### config.mk
export PLATFORM = sky130hd
export DESIGN_NAME = single_button_code_alarm_core_flat
export DESIGN_NICKNAME = d
export VERILOG_FILES = /design/src/hw/rtl/sbca_pkg.sv /design/src/hw/rtl/sbca_if.sv /design/src/hw/rtl/sbca_step.sv /design/src/hw/rtl/single_button_code_alarm_core.sv /design/src/flat_wrapper.sv
export SDC_FILE = /design/constraint.sdc
export NUM_CORES = 1
export LEC_CHECK = 0
export BUFFER_PORTS_ARGS = -buffer_cell sky130_fd_sc_hd__buf_2
export CORE_UTILIZATION = 55
export DETAILED_ROUTE_END_ITERATION = 16
export GPL_TIMING_DRIVEN = 0
export PLACE_DENSITY = 0.76
export SETUP_SLACK_MARGIN = 0.5
export SLEW_MARGIN = 15
export SYNTH_ARGS = -nofsm -noshare
export SYNTH_HDL_FRONTEND = slang
export SYNTH_SLANG_ARGS = --single-unit
### constraint.sdc
create_clock -name clk -period 5.2 [get_ports clk]
set_input_delay 1.04 -clock clk [delete_from_list [all_inputs] [get_ports clk]]
set_output_delay 1.04 -clock clk [all_outputs]
set_load 0.02 [all_outputs]
### src/hw/rtl/sbca_pkg.sv
// Shared types, constants and a helper function for the single-button code alarm.
package sbca_pkg;

  localparam int CODE_LENGTH = 3;
  localparam int TIMER_WIDTH = 16;
  localparam int NUM_DIGITS  = 2 * CODE_LENGTH;
  localparam int POS_W       = $clog2(NUM_DIGITS);
  localparam int DIGIT_W     = 4;
  localparam int DIGIT_BASE  = 10;
  localparam int CFG_W       = 16;
  localparam int OUT_POS_W   = 3;
  localparam int MODE_W      = 2;
  localparam logic [CFG_W-1:0] TIMEOUT_RESET = CFG_W'(1000);

  typedef enum logic [MODE_W-1:0] {
    MODE_IDLE  = 2'd0,
    MODE_SET   = 2'd1,
    MODE_ARMED = 2'd2
  } mode_t;

  typedef struct packed {
    logic press;
    logic motion;
    logic tick;
  } item_t;

  typedef struct packed {
    mode_t                                mode;
    logic [POS_W-1:0]                     position;
    logic [DIGIT_W-1:0]                   digit;
    logic [NUM_DIGITS-1:0][DIGIT_W-1:0]   code;
    logic [TIMER_WIDTH-1:0]               count;
    logic                                 armed;
    logic                                 press_pend;
    logic                                 motion_pend;
    logic                                 alarm;
  } state_t;

  localparam state_t STATE_RESET = '{mode: MODE_IDLE, default: '0};

  // Next decimal digit, wrapping from nine back to zero.
  function automatic logic [DIGIT_W-1:0] inc_digit(input logic [DIGIT_W-1:0] d);
    logic [DIGIT_W:0] sum;
    sum = {1'b0, d} + (DIGIT_W+1)'(1);
    if (sum >= (DIGIT_W+1)'(DIGIT_BASE)) begin
      sum = sum - (DIGIT_W+1)'(DIGIT_BASE);
    end
    return sum[DIGIT_W-1:0];
  endfunction

endpackage

### src/hw/rtl/sbca_if.sv
// Channel interfaces for items, results and the timeout configuration write.
interface sbca_item_if;
  logic valid;
  logic ready;
  logic press;
  logic motion;
  logic tick;
  modport source (output valid, press, motion, tick, input ready);
  modport sink   (input valid, press, motion, tick, output ready);
endinterface

interface sbca_result_if;
  logic       valid;
  logic       ready;
  logic       alarm_on;
  logic [1:0] mode;
  logic [2:0] digit_position;
  logic [3:0] shown_digit;
  logic       timer_running;
  modport source (output valid, alarm_on, mode, digit_position, shown_digit, timer_running,
                  input ready);
  modport sink   (input valid, alarm_on, mode, digit_position, shown_digit, timer_running,
                  output ready);
endinterface

interface sbca_cfg_if;
  logic        valid;
  logic        ready;
  logic [15:0] timeout_ticks;
  modport source (output valid, timeout_ticks, input ready);
  modport sink   (input valid, timeout_ticks, output ready);
endinterface

### src/hw/rtl/sbca_step.sv
// Transition logic: one item applied to the current lock state.
module sbca_step
  import sbca_pkg::*;
(
  input  state_t           cur,
  input  item_t            item,
  input  logic [CFG_W-1:0] ticks,
  output state_t           nxt
);

  logic                                 expired;
  logic                                 do_count;
  logic                                 do_commit;
  logic                                 codes_match;
  logic [DIGIT_W-1:0]                   wr_digit;
  logic [DIGIT_W-1:0]                   rd_digit;
  logic [POS_W-1:0]                     pos_inc;
  logic [NUM_DIGITS-1:0][DIGIT_W-1:0]   stored;

  always_comb begin
    codes_match = 1'b1;
    for (int k = 0; k < CODE_LENGTH; k++) begin
      if (cur.code[k] != cur.code[k + CODE_LENGTH]) begin
        codes_match = 1'b0;
      end
    end
  end

  // The digit written at the current position, then the next position's read.
  always_comb begin
    wr_digit = do_count ? inc_digit(cur.digit) : cur.digit;
    pos_inc  = cur.position + POS_W'(1);
    stored   = cur.code;
    rd_digit = '0;
    for (int k = 0; k < NUM_DIGITS; k++) begin
      if (cur.position == POS_W'(k)) begin
        stored[k] = wr_digit;
      end
    end
    for (int k = 0; k < NUM_DIGITS; k++) begin
      if (pos_inc == POS_W'(k)) begin
        rd_digit = stored[k];
      end
    end
  end

  always_comb begin
    nxt             = cur;
    nxt.press_pend  = cur.press_pend | item.press;
    nxt.motion_pend = cur.motion_pend | item.motion;
    if (item.tick && cur.armed && (cur.count != '0)) begin
      nxt.count = cur.count - TIMER_WIDTH'(1);
    end
    expired   = cur.armed && (nxt.count == '0);
    do_count  = 1'b0;
    do_commit = 1'b0;

    unique case (cur.mode)
      MODE_IDLE: begin
        if (nxt.press_pend && (cur.position == '0)) begin
          nxt.mode = MODE_SET;
          do_count = 1'b1;
        end
      end
      MODE_SET: begin
        if (nxt.press_pend && !expired) begin
          do_count = 1'b1;
        end else if (expired && (cur.position < POS_W'(CODE_LENGTH - 1))) begin
          do_commit = 1'b1;
        end else if (expired && (cur.position == POS_W'(CODE_LENGTH - 1))) begin
          nxt.motion_pend = 1'b0;
          do_commit       = 1'b1;
          nxt.mode        = MODE_ARMED;
        end
      end
      MODE_ARMED: begin
        if (nxt.press_pend && !expired) begin
          do_count = 1'b1;
        end else if (expired && (cur.position < POS_W'(NUM_DIGITS - 1))) begin
          do_commit = 1'b1;
        end else if (expired && (cur.position == POS_W'(NUM_DIGITS - 1)) && codes_match) begin
          nxt.motion_pend = 1'b0;
          nxt.armed       = 1'b0;
          nxt.alarm       = 1'b0;
          nxt.position    = '0;
          nxt.digit       = '0;
          nxt.code        = '0;
          nxt.mode        = MODE_IDLE;
        end else if (expired && (cur.position == POS_W'(NUM_DIGITS - 1))) begin
          nxt.armed    = 1'b0;
          nxt.alarm    = 1'b1;
          nxt.position = POS_W'(CODE_LENGTH);
          nxt.digit    = '0;
          for (int k = CODE_LENGTH; k < NUM_DIGITS; k++) begin
            nxt.code[k] = '0;
          end
        end else if (nxt.motion_pend) begin
          nxt.motion_pend = 1'b0;
          nxt.alarm       = 1'b1;
        end
      end
      default: begin
      end
    endcase

    if (do_count) begin
      nxt.press_pend = 1'b0;
      nxt.count      = TIMER_WIDTH'(ticks);
      nxt.armed      = 1'b1;
      nxt.digit      = wr_digit;
      nxt.code       = stored;
    end
    if (do_commit) begin
      nxt.armed    = 1'b0;
      nxt.code     = stored;
      nxt.position = pos_inc;
      nxt.digit    = rd_digit;
    end
  end

endmodule

### src/hw/rtl/single_button_code_alarm_core.sv
// Top level of the single-button code lock with motion alarm.
//
// Usage: each beat on the items channel carries a button press, a motion event
// and a time tick. Every accepted item produces exactly one beat on the results
// channel with the alarm state, the mode, the digit position being entered,
// the digit currently shown and whether the digit timeout is running.
// The timeout length is written through the cfg channel, which is always ready;
// write it only while no item is in flight.
// The result is registered: the result of an item accepted at a clock edge
// is valid after that edge. Throughput is one item per cycle while results are
// taken, set by the single transition step between the state registers and the result register.
// The items channel stays ready while the result register is empty or its beat
// is being taken, so a stalled receiver holds the pending result and stops
// further items only for as long as the stall lasts.
// Reset clears the mode, position, digit, stored code, timer, alarm and pending flags,
// empties the result register and loads the timeout with 1000 ticks.
module single_button_code_alarm_core
  import sbca_pkg::*;
(
  input  logic                 clk,
  input  logic                 rst,
  sbca_item_if.sink            items,
  sbca_result_if.source        results,
  sbca_cfg_if.sink             cfg
);

  state_t           st;
  state_t           st_next;
  item_t            item;
  logic [CFG_W-1:0] timeout_ticks;
  logic             accept;

  assign item    = '{press: items.press, motion: items.motion, tick: items.tick};
  // The result register frees itself in the same cycle its beat is taken.
  assign items.ready = !results.valid || results.ready;
  assign accept      = items.valid && items.ready;
  assign cfg.ready   = 1'b1;

  sbca_step u_step (
    .cur   (st),
    .item  (item),
    .ticks (timeout_ticks),
    .nxt   (st_next)
  );

  // Lock state, timeout configuration and result handshake. The state only moves on an accepted beat.
  always_ff @(posedge clk) begin
    if (rst) begin
      st            <= STATE_RESET;
      timeout_ticks <= TIMEOUT_RESET;
      results.valid <= 1'b0;
    end else begin
      if (cfg.valid) begin
        timeout_ticks <= cfg.timeout_ticks;
      end
      if (accept) begin
        st            <= st_next;
        results.valid <= 1'b1;
      end else if (results.ready) begin
        results.valid <= 1'b0;
      end
    end
  end

  // Result payload is taken from the new state of the accepted item.
  always_ff @(posedge clk) begin
    if (accept) begin
      results.alarm_on       <= st_next.alarm;
      results.mode           <= st_next.mode;
      results.digit_position <= OUT_POS_W'(st_next.position);
      results.shown_digit    <= st_next.digit;
      results.timer_running  <= st_next.armed;
    end
  end

`ifndef ASSERT_OFF
  a_result_follows: assert property (@(posedge clk) disable iff (rst)
    accept |=> results.valid)
    else $error("accepted item produced no result");

  a_idle_quiet: assert property (@(posedge clk) disable iff (rst)
    (st.mode == MODE_IDLE) |-> (!st.alarm && !st.armed))
    else $error("idle mode with alarm or timer active");

  a_position_range: assert property (@(posedge clk) disable iff (rst)
    st.position <= POS_W'(NUM_DIGITS - 1))
    else $error("digit position out of range");

  a_digit_range: assert property (@(posedge clk) disable iff (rst)
    st.digit < DIGIT_W'(DIGIT_BASE))
    else $error("digit is not decimal");
`endif

endmodule
### src/flat_wrapper.sv
// flat-port wrapper written by rule: the top's interface ports become plain ports
module single_button_code_alarm_core_flat import sbca_pkg::*;
  (clk, rst, items_valid, items_press, items_motion, items_tick, items_ready, results_valid, results_alarm_on, results_mode, results_digit_position, results_shown_digit, results_timer_running, results_ready, cfg_valid, cfg_timeout_ticks, cfg_ready);
  sbca_item_if items_i ();
  sbca_result_if results_i ();
  sbca_cfg_if cfg_i ();
  input  logic clk;
  input  logic rst;
  input wire logic [$bits(items_i.valid)-1:0] items_valid;
  input wire logic [$bits(items_i.press)-1:0] items_press;
  input wire logic [$bits(items_i.motion)-1:0] items_motion;
  input wire logic [$bits(items_i.tick)-1:0] items_tick;
  output wire logic [$bits(items_i.ready)-1:0] items_ready;
  output wire logic [$bits(results_i.valid)-1:0] results_valid;
  output wire logic [$bits(results_i.alarm_on)-1:0] results_alarm_on;
  output wire logic [$bits(results_i.mode)-1:0] results_mode;
  output wire logic [$bits(results_i.digit_position)-1:0] results_digit_position;
  output wire logic [$bits(results_i.shown_digit)-1:0] results_shown_digit;
  output wire logic [$bits(results_i.timer_running)-1:0] results_timer_running;
  input wire logic [$bits(results_i.ready)-1:0] results_ready;
  input wire logic [$bits(cfg_i.valid)-1:0] cfg_valid;
  input wire logic [$bits(cfg_i.timeout_ticks)-1:0] cfg_timeout_ticks;
  output wire logic [$bits(cfg_i.ready)-1:0] cfg_ready;
  assign items_i.valid = items_valid;
  assign items_i.press = items_press;
  assign items_i.motion = items_motion;
  assign items_i.tick = items_tick;
  assign items_ready = items_i.ready;
  assign results_valid = results_i.valid;
  assign results_alarm_on = results_i.alarm_on;
  assign results_mode = results_i.mode;
  assign results_digit_position = results_i.digit_position;
  assign results_shown_digit = results_i.shown_digit;
  assign results_timer_running = results_i.timer_running;
  assign results_i.ready = results_ready;
  assign cfg_i.valid = cfg_valid;
  assign cfg_i.timeout_ticks = cfg_timeout_ticks;
  assign cfg_ready = cfg_i.ready;
  single_button_code_alarm_core u_core (.clk(clk), .rst(rst), .items(items_i), .results(results_i), .cfg(cfg_i));
endmodule
; ---- After elaboration in Yosys (flattened, before gate mapping)
; Cells that the tools add are included.
[totals]
register_bits = 81
[classes]
addsub = 4
order_cmp = 3
n_eq_ne = 17
n_mux = 60
bitwise = 2
reduce_logical = 26
[op_table]
columns = cell, n
row1 = 33-bit 2-to-1 mux, 2
row2 = 31-bit 2-to-1 mux, 2
row3 = 4-bit 2-to-1 mux, 14
row4 = 46-bit 2-to-1 mux, 1
row5 = 19-bit 2-to-1 mux, 2
row6 = 1-bit 2-to-1 mux, 25
row7 = 16-bit logical NOT, 1
row8 = 16-bit 2-to-1 mux, 1
row9 = 2-bit 2-to-1 mux, 8
row10 = 16-bit nonzero test, 1
row11 = "16-bit by 1-bit subtractor with 16-bit output, second input constant", 1
row12 = "3-bit by 2-bit equality test with 1-bit output, second input constant", 4
row13 = "3-bit equality test, second input constant", 4
row14 = 12-bit 2-to-1 mux, 1
row15 = 4-bit inequality test, 3
row16 = 1-bit logical AND, 11
row17 = 5-bit AND reduction, 2
row18 = "3-bit by 1-bit equality test with 1-bit output, second input constant", 2
row19 = 3-bit logical NOT, 2
row20 = "3-bit inequality test, second input constant", 2
row21 = 1-bit one-hot mux with 2 select lines, 3
row22 = 2-bit one-hot mux with 3 select lines, 1
row23 = 3-bit nonzero test, 2
row24 = "4-bit by 1-bit adder with 5-bit output, second input constant", 1
row25 = 14 further kinds, 16

; ---- Depth between registers and ports, before layout
[depth]
word_depth = 18
depth_mapped = 15
mapped_depth_nobuf = 10

; ---- Modules after synthesis
; From an unflattened synthesis, not the netlist that was laid out.
[unflattened]
cells_unflattened = 704
hier_area_um2 = 5848.1
[modules_own_cells]
columns = mod, instances, cells_each, area_each_um2, seq_area_each_um2
row1 = single_button_code_alarm_core, 1, 312, 3340.7, 1731.7
row2 = sbca_step, 1, 392, 2507.4, 0.0

; ---- Worst setup path after synthesis
; OpenSTA, ideal clock, no wires.
[synth_timing]
path_type = input port to flip-flop
startpoint = input port items_tick
endpoint = register u_core.results.timer_running (data pin)
setup_ns = 0.278
arrival_ns = 3.314
slack_ns = 1.609
stages = 9
path_cell_list = nor4bb_1 > and2_1 > o2111a_1 > nand4_1 > o31ai_2 > buf_2 > nand2_2 > a311oi_1 > nor2_1
[synth_lines]
columns = element, line_no
row1 = "start, declared", flat_wrapper.sv:12  ; input wire logic [$bits(items_i.tick)-1:0] items_tick;
row2 = "end signal, assigned", single_button_code_alarm_core.sv:72  ; results.timer_running <= st_next.armed;
row3 = "end, declared", sbca_if.sv:20  ; modport source (output valid, alarm_on, mode, digit_position, shown_digit, timer_running,

==> metrics.csv <==
stage,metric,value,unit
run_status,run status,completed,
global_routing,Tot GR Track Use,34.4,%
clock_network,# hold bufs at CTS,0,
synth,largest cells by area after synthesis,"dfxtp_1 (27%), edfxtp_1 (6.3%), a21oi_1 (4.8%)",
drt,Residual DRC,0,
power_and_ir_drop,Lkg Pwr,0.00215,uW
global_routing,gr ovfl total,0,
clock_network,Max clock buf depth,2,
synth,asr flop ratio synth,0,%
timing,post-route clock period utilization,87.3,%
die,Die X,99.8,um
synth,Synthesis Warnings,0,
drt,Vias,5287,
cells_and_area,Final #Nets,715,
global_routing,Most Crowded Layer GR,met2,
die,Ports,38,
critical_path,"Largest stage delay, worst path",0.67,ns
timing,worst hold slack,0.490,ns
drt,drt first-iter violations,324,
synth,"area leader, netlist",dfxtp_1,
place,gpl congestion,0.949,
clock_network,setup bufs post-CTS,0,
worst_hold_path,HP Class,register to register,
die,initial core utilization,56.9,%
drt,Pre-antenna DRT Iters,6,
synth,"Seq/Total Area, Yosys",32.9,%
place,IO Port Bufs,34,
global_routing,grt met2 use,57.3,%
critical_path,Startpoint Class,input pin,
die,Die Area,9950,um2
die,FP Rows,35,
clock_network,H-tree levels,3,
critical_path,Crit Path Class,input pin to register,
critical_path,Crit. End Element,register,
timing,RSZ-0062 raised after global routing,no,
clock_network,CTS Buf Count,9,
global_routing,grt met3 use,5.92,%
synth,post-synth cell types,77,
place,Post-DP HPWL,12.1,mm
global_routing,initial antenna violation count,0,
synth,Yosys reg bits,81,
cells_and_area,fillers,833,
synth,most common flop cell mapped by yosys,dfxtp_1,
synth,Post-synth EDFFs,11,
critical_path,Worst Path Required,5.29,ns
timing,"Slew Viols, Final",0,
synth,"Avg Cell Area, Syn",8.32,um2
global_routing,first-pass GRT wire length,26.3,mm
timing,Final setup viols,0,
critical_path,Arrival @ worst endpoint,4.63,ns
critical_path,reg-to-reg setup timing slack,0.99,ns
clock_network,CTS root buf,clkbuf_8,
synth,Cells after Synth,632,
timing,min cycle time layout,4.54,ns
drt,final wirelength,16.6,mm
timing,Layout Skew,0.0180,ns
global_routing,met1 Usage GRT,42.2,%
die,core box area,9240,um2
critical_path,Crit Path Max Fanout,10,
synth,syn_nets,670,
synth,post-synth top area share,26.7,%
critical_path,slowest CP cell,o31ai_2,
cells_and_area,Finished Cell Area,5800,um2
drt,WL/cell,20.5,um
critical_path,worst path cell trace,buf_2 -> nor4bb_1 -> nand4_1 -> a32oi_1 -> nand4_1 -> o31ai_2 -> buf_2 -> nand2_2 -> a311oi_1 -> nor2_1,
timing,post-route setup TNS,0,ns
drt,vias per cell,6.52,
critical_path,"Largest delay share family, worst path",simple AND/OR/NAND/NOR gates,
power_and_ir_drop,P per Cell Area,278,nW/um2
cells_and_area,layout cell share with drive strength beyond 1,12.9,%
die,Die Ht,99.8,um
timing,final hold viol count,0,
job,Max Cap Violations,0,
cells_and_area,P&R area growth vs syn,10.3,%
global_routing,vias in the first global route,5089,
critical_path,crit path buf inv count,2,
clock_network,# resized after CTS,0,
power_and_ir_drop,Peak VDD IR,0.000189,V
timing,highest clock rate,220,MHz
timing,worst rel slew slack,21.0,%
cells_and_area,most frequent cells in the layout,"dfxtp_1 (70), nand2_1 (56), a21oi_1 (50)",
global_routing,largest net degree at the start of global routing,21,
clock_network,clock latency on the worst-skew pair,0.38,ns
place,DP Area,5590,um2
cells_and_area,"commonest non-fill, non-tap cell in the layout",dfxtp_1,
clock_network,clock slew seen by the registers of the worst setup and hold paths,0.11,ns
synth,Mapped Area,5260,um2
clock_network,CTS tree,built,
cells_and_area,Ant. Diodes,0,
timing,worst-margin pin slew,1.19,ns
drt,Routed Antenna Nets,0,
clock_network,CTS sink cnt,81,
## registers in the layout, indices dropped and copies added, names as in the netlist
name,count
u_core.results.mode,2
u_core.results.timer_running,1
u_core.st,53
u_core.results.alarm_on,1
u_core.results.valid,1
u_core.timeout_ticks,16
u_core.results.shown_digit,4
u_core.results.digit_position,3
## path summary, 6_finish.rpt
kind | end | startpoint | cells after the start
hold / removal | u_core.timeout_ticks[7] | u_core.timeout_ticks[7] | 2
setup reg to reg | u_core.results.timer_running | u_core.st[4] | 12
setup / recovery | u_core.results.timer_running | items_tick | 10
hold reg to reg | u_core.timeout_ticks[7] | u_core.timeout_ticks[7] | 2
## cell usage after synthesis (all sizes together) (3+ instances only)
library cell	instances
dfxtp	70
nand2	57
a21oi	50
nor2	45
o21ai	42
clkbuf	34
inv	23
mux2i	23
nand3	21
nor3	18
a32o	15
nor4	15
a31oi	14
ha	14
buf	13
xor2	12
edfxtp	11
a211oi	10
a21boi	8
o31ai	8
a311oi	7
nand2b	7
a22oi	6
nand4	6
nor2b	6
or2	6
or4	6
a21o	5
a22o	5
and2	5
nand3b	5
o2bb2ai	5
nor4b	4
o311ai	4
or3	4
a221oi	3
a31o	3
a32oi	3
nand4b	3
nor3b	3
o21a	3
xnor2	3
## final cells by class
cell class                 instances  area [um2]  area share (%)
tap                              129         161            2.78
sequential                        81        1730            29.9
clock inverter                     7        83.8            1.45
timing repair buffer              34         170            2.94
buffer                            47         206            3.56
multi-input combinational        481        3230            55.8
clock buffer                       9         124            2.14
inverter                          23        86.3            1.49
## cell families after synthesis
logic type,count (synthesis),synth area share [%]
buffers and inverters,70,5.57
multiplexers,23,4.38
flip-flops,81,32.9
AO/OA/AOI/OAI,209,28.3
XOR/XNOR,15,2.50
AND/OR/NAND/NOR,219,22.9
adder cells (fa/ha/maj),14,3.33
other,1,0.0713
## power breakdown
part,switching (uW),total [uW],internal [uW]
Clock,300,494,193
Sequential,24.9,694,669
Combinational,283,427,144
Total,608,1610,1010
## routing by layer
layer	routed length [um]	up-vias
met4	714	0
met5	0	-
met2	7890	283
met3	1320	57
met1	6670	2476
li1	-	2471
## worst min-delay path: cells and delay by family, from the launching register on
kind             cells  cell delay, ns
muxes                1            0.07
and+or+nand+nor      1            0.06
DFF                  1            0.34
## through the flow
step | worst slack, ns | std cells | util [%] | power (uW)
floorplan | 1.61 | 632 | - | 998
CTS | 0.815 | 811 | 62.7 | 1600
global placement | 0.305 | 795 | 60.5 | 1120
detailed placement | 0.385 | 795 | 60.5 | 1120
finish | 0.659 | 811 | 62.7 | 1610
global route | 0.542 | 811 | 62.7 | 1670
No activity file was read; power rests on OpenSTA's default activity.
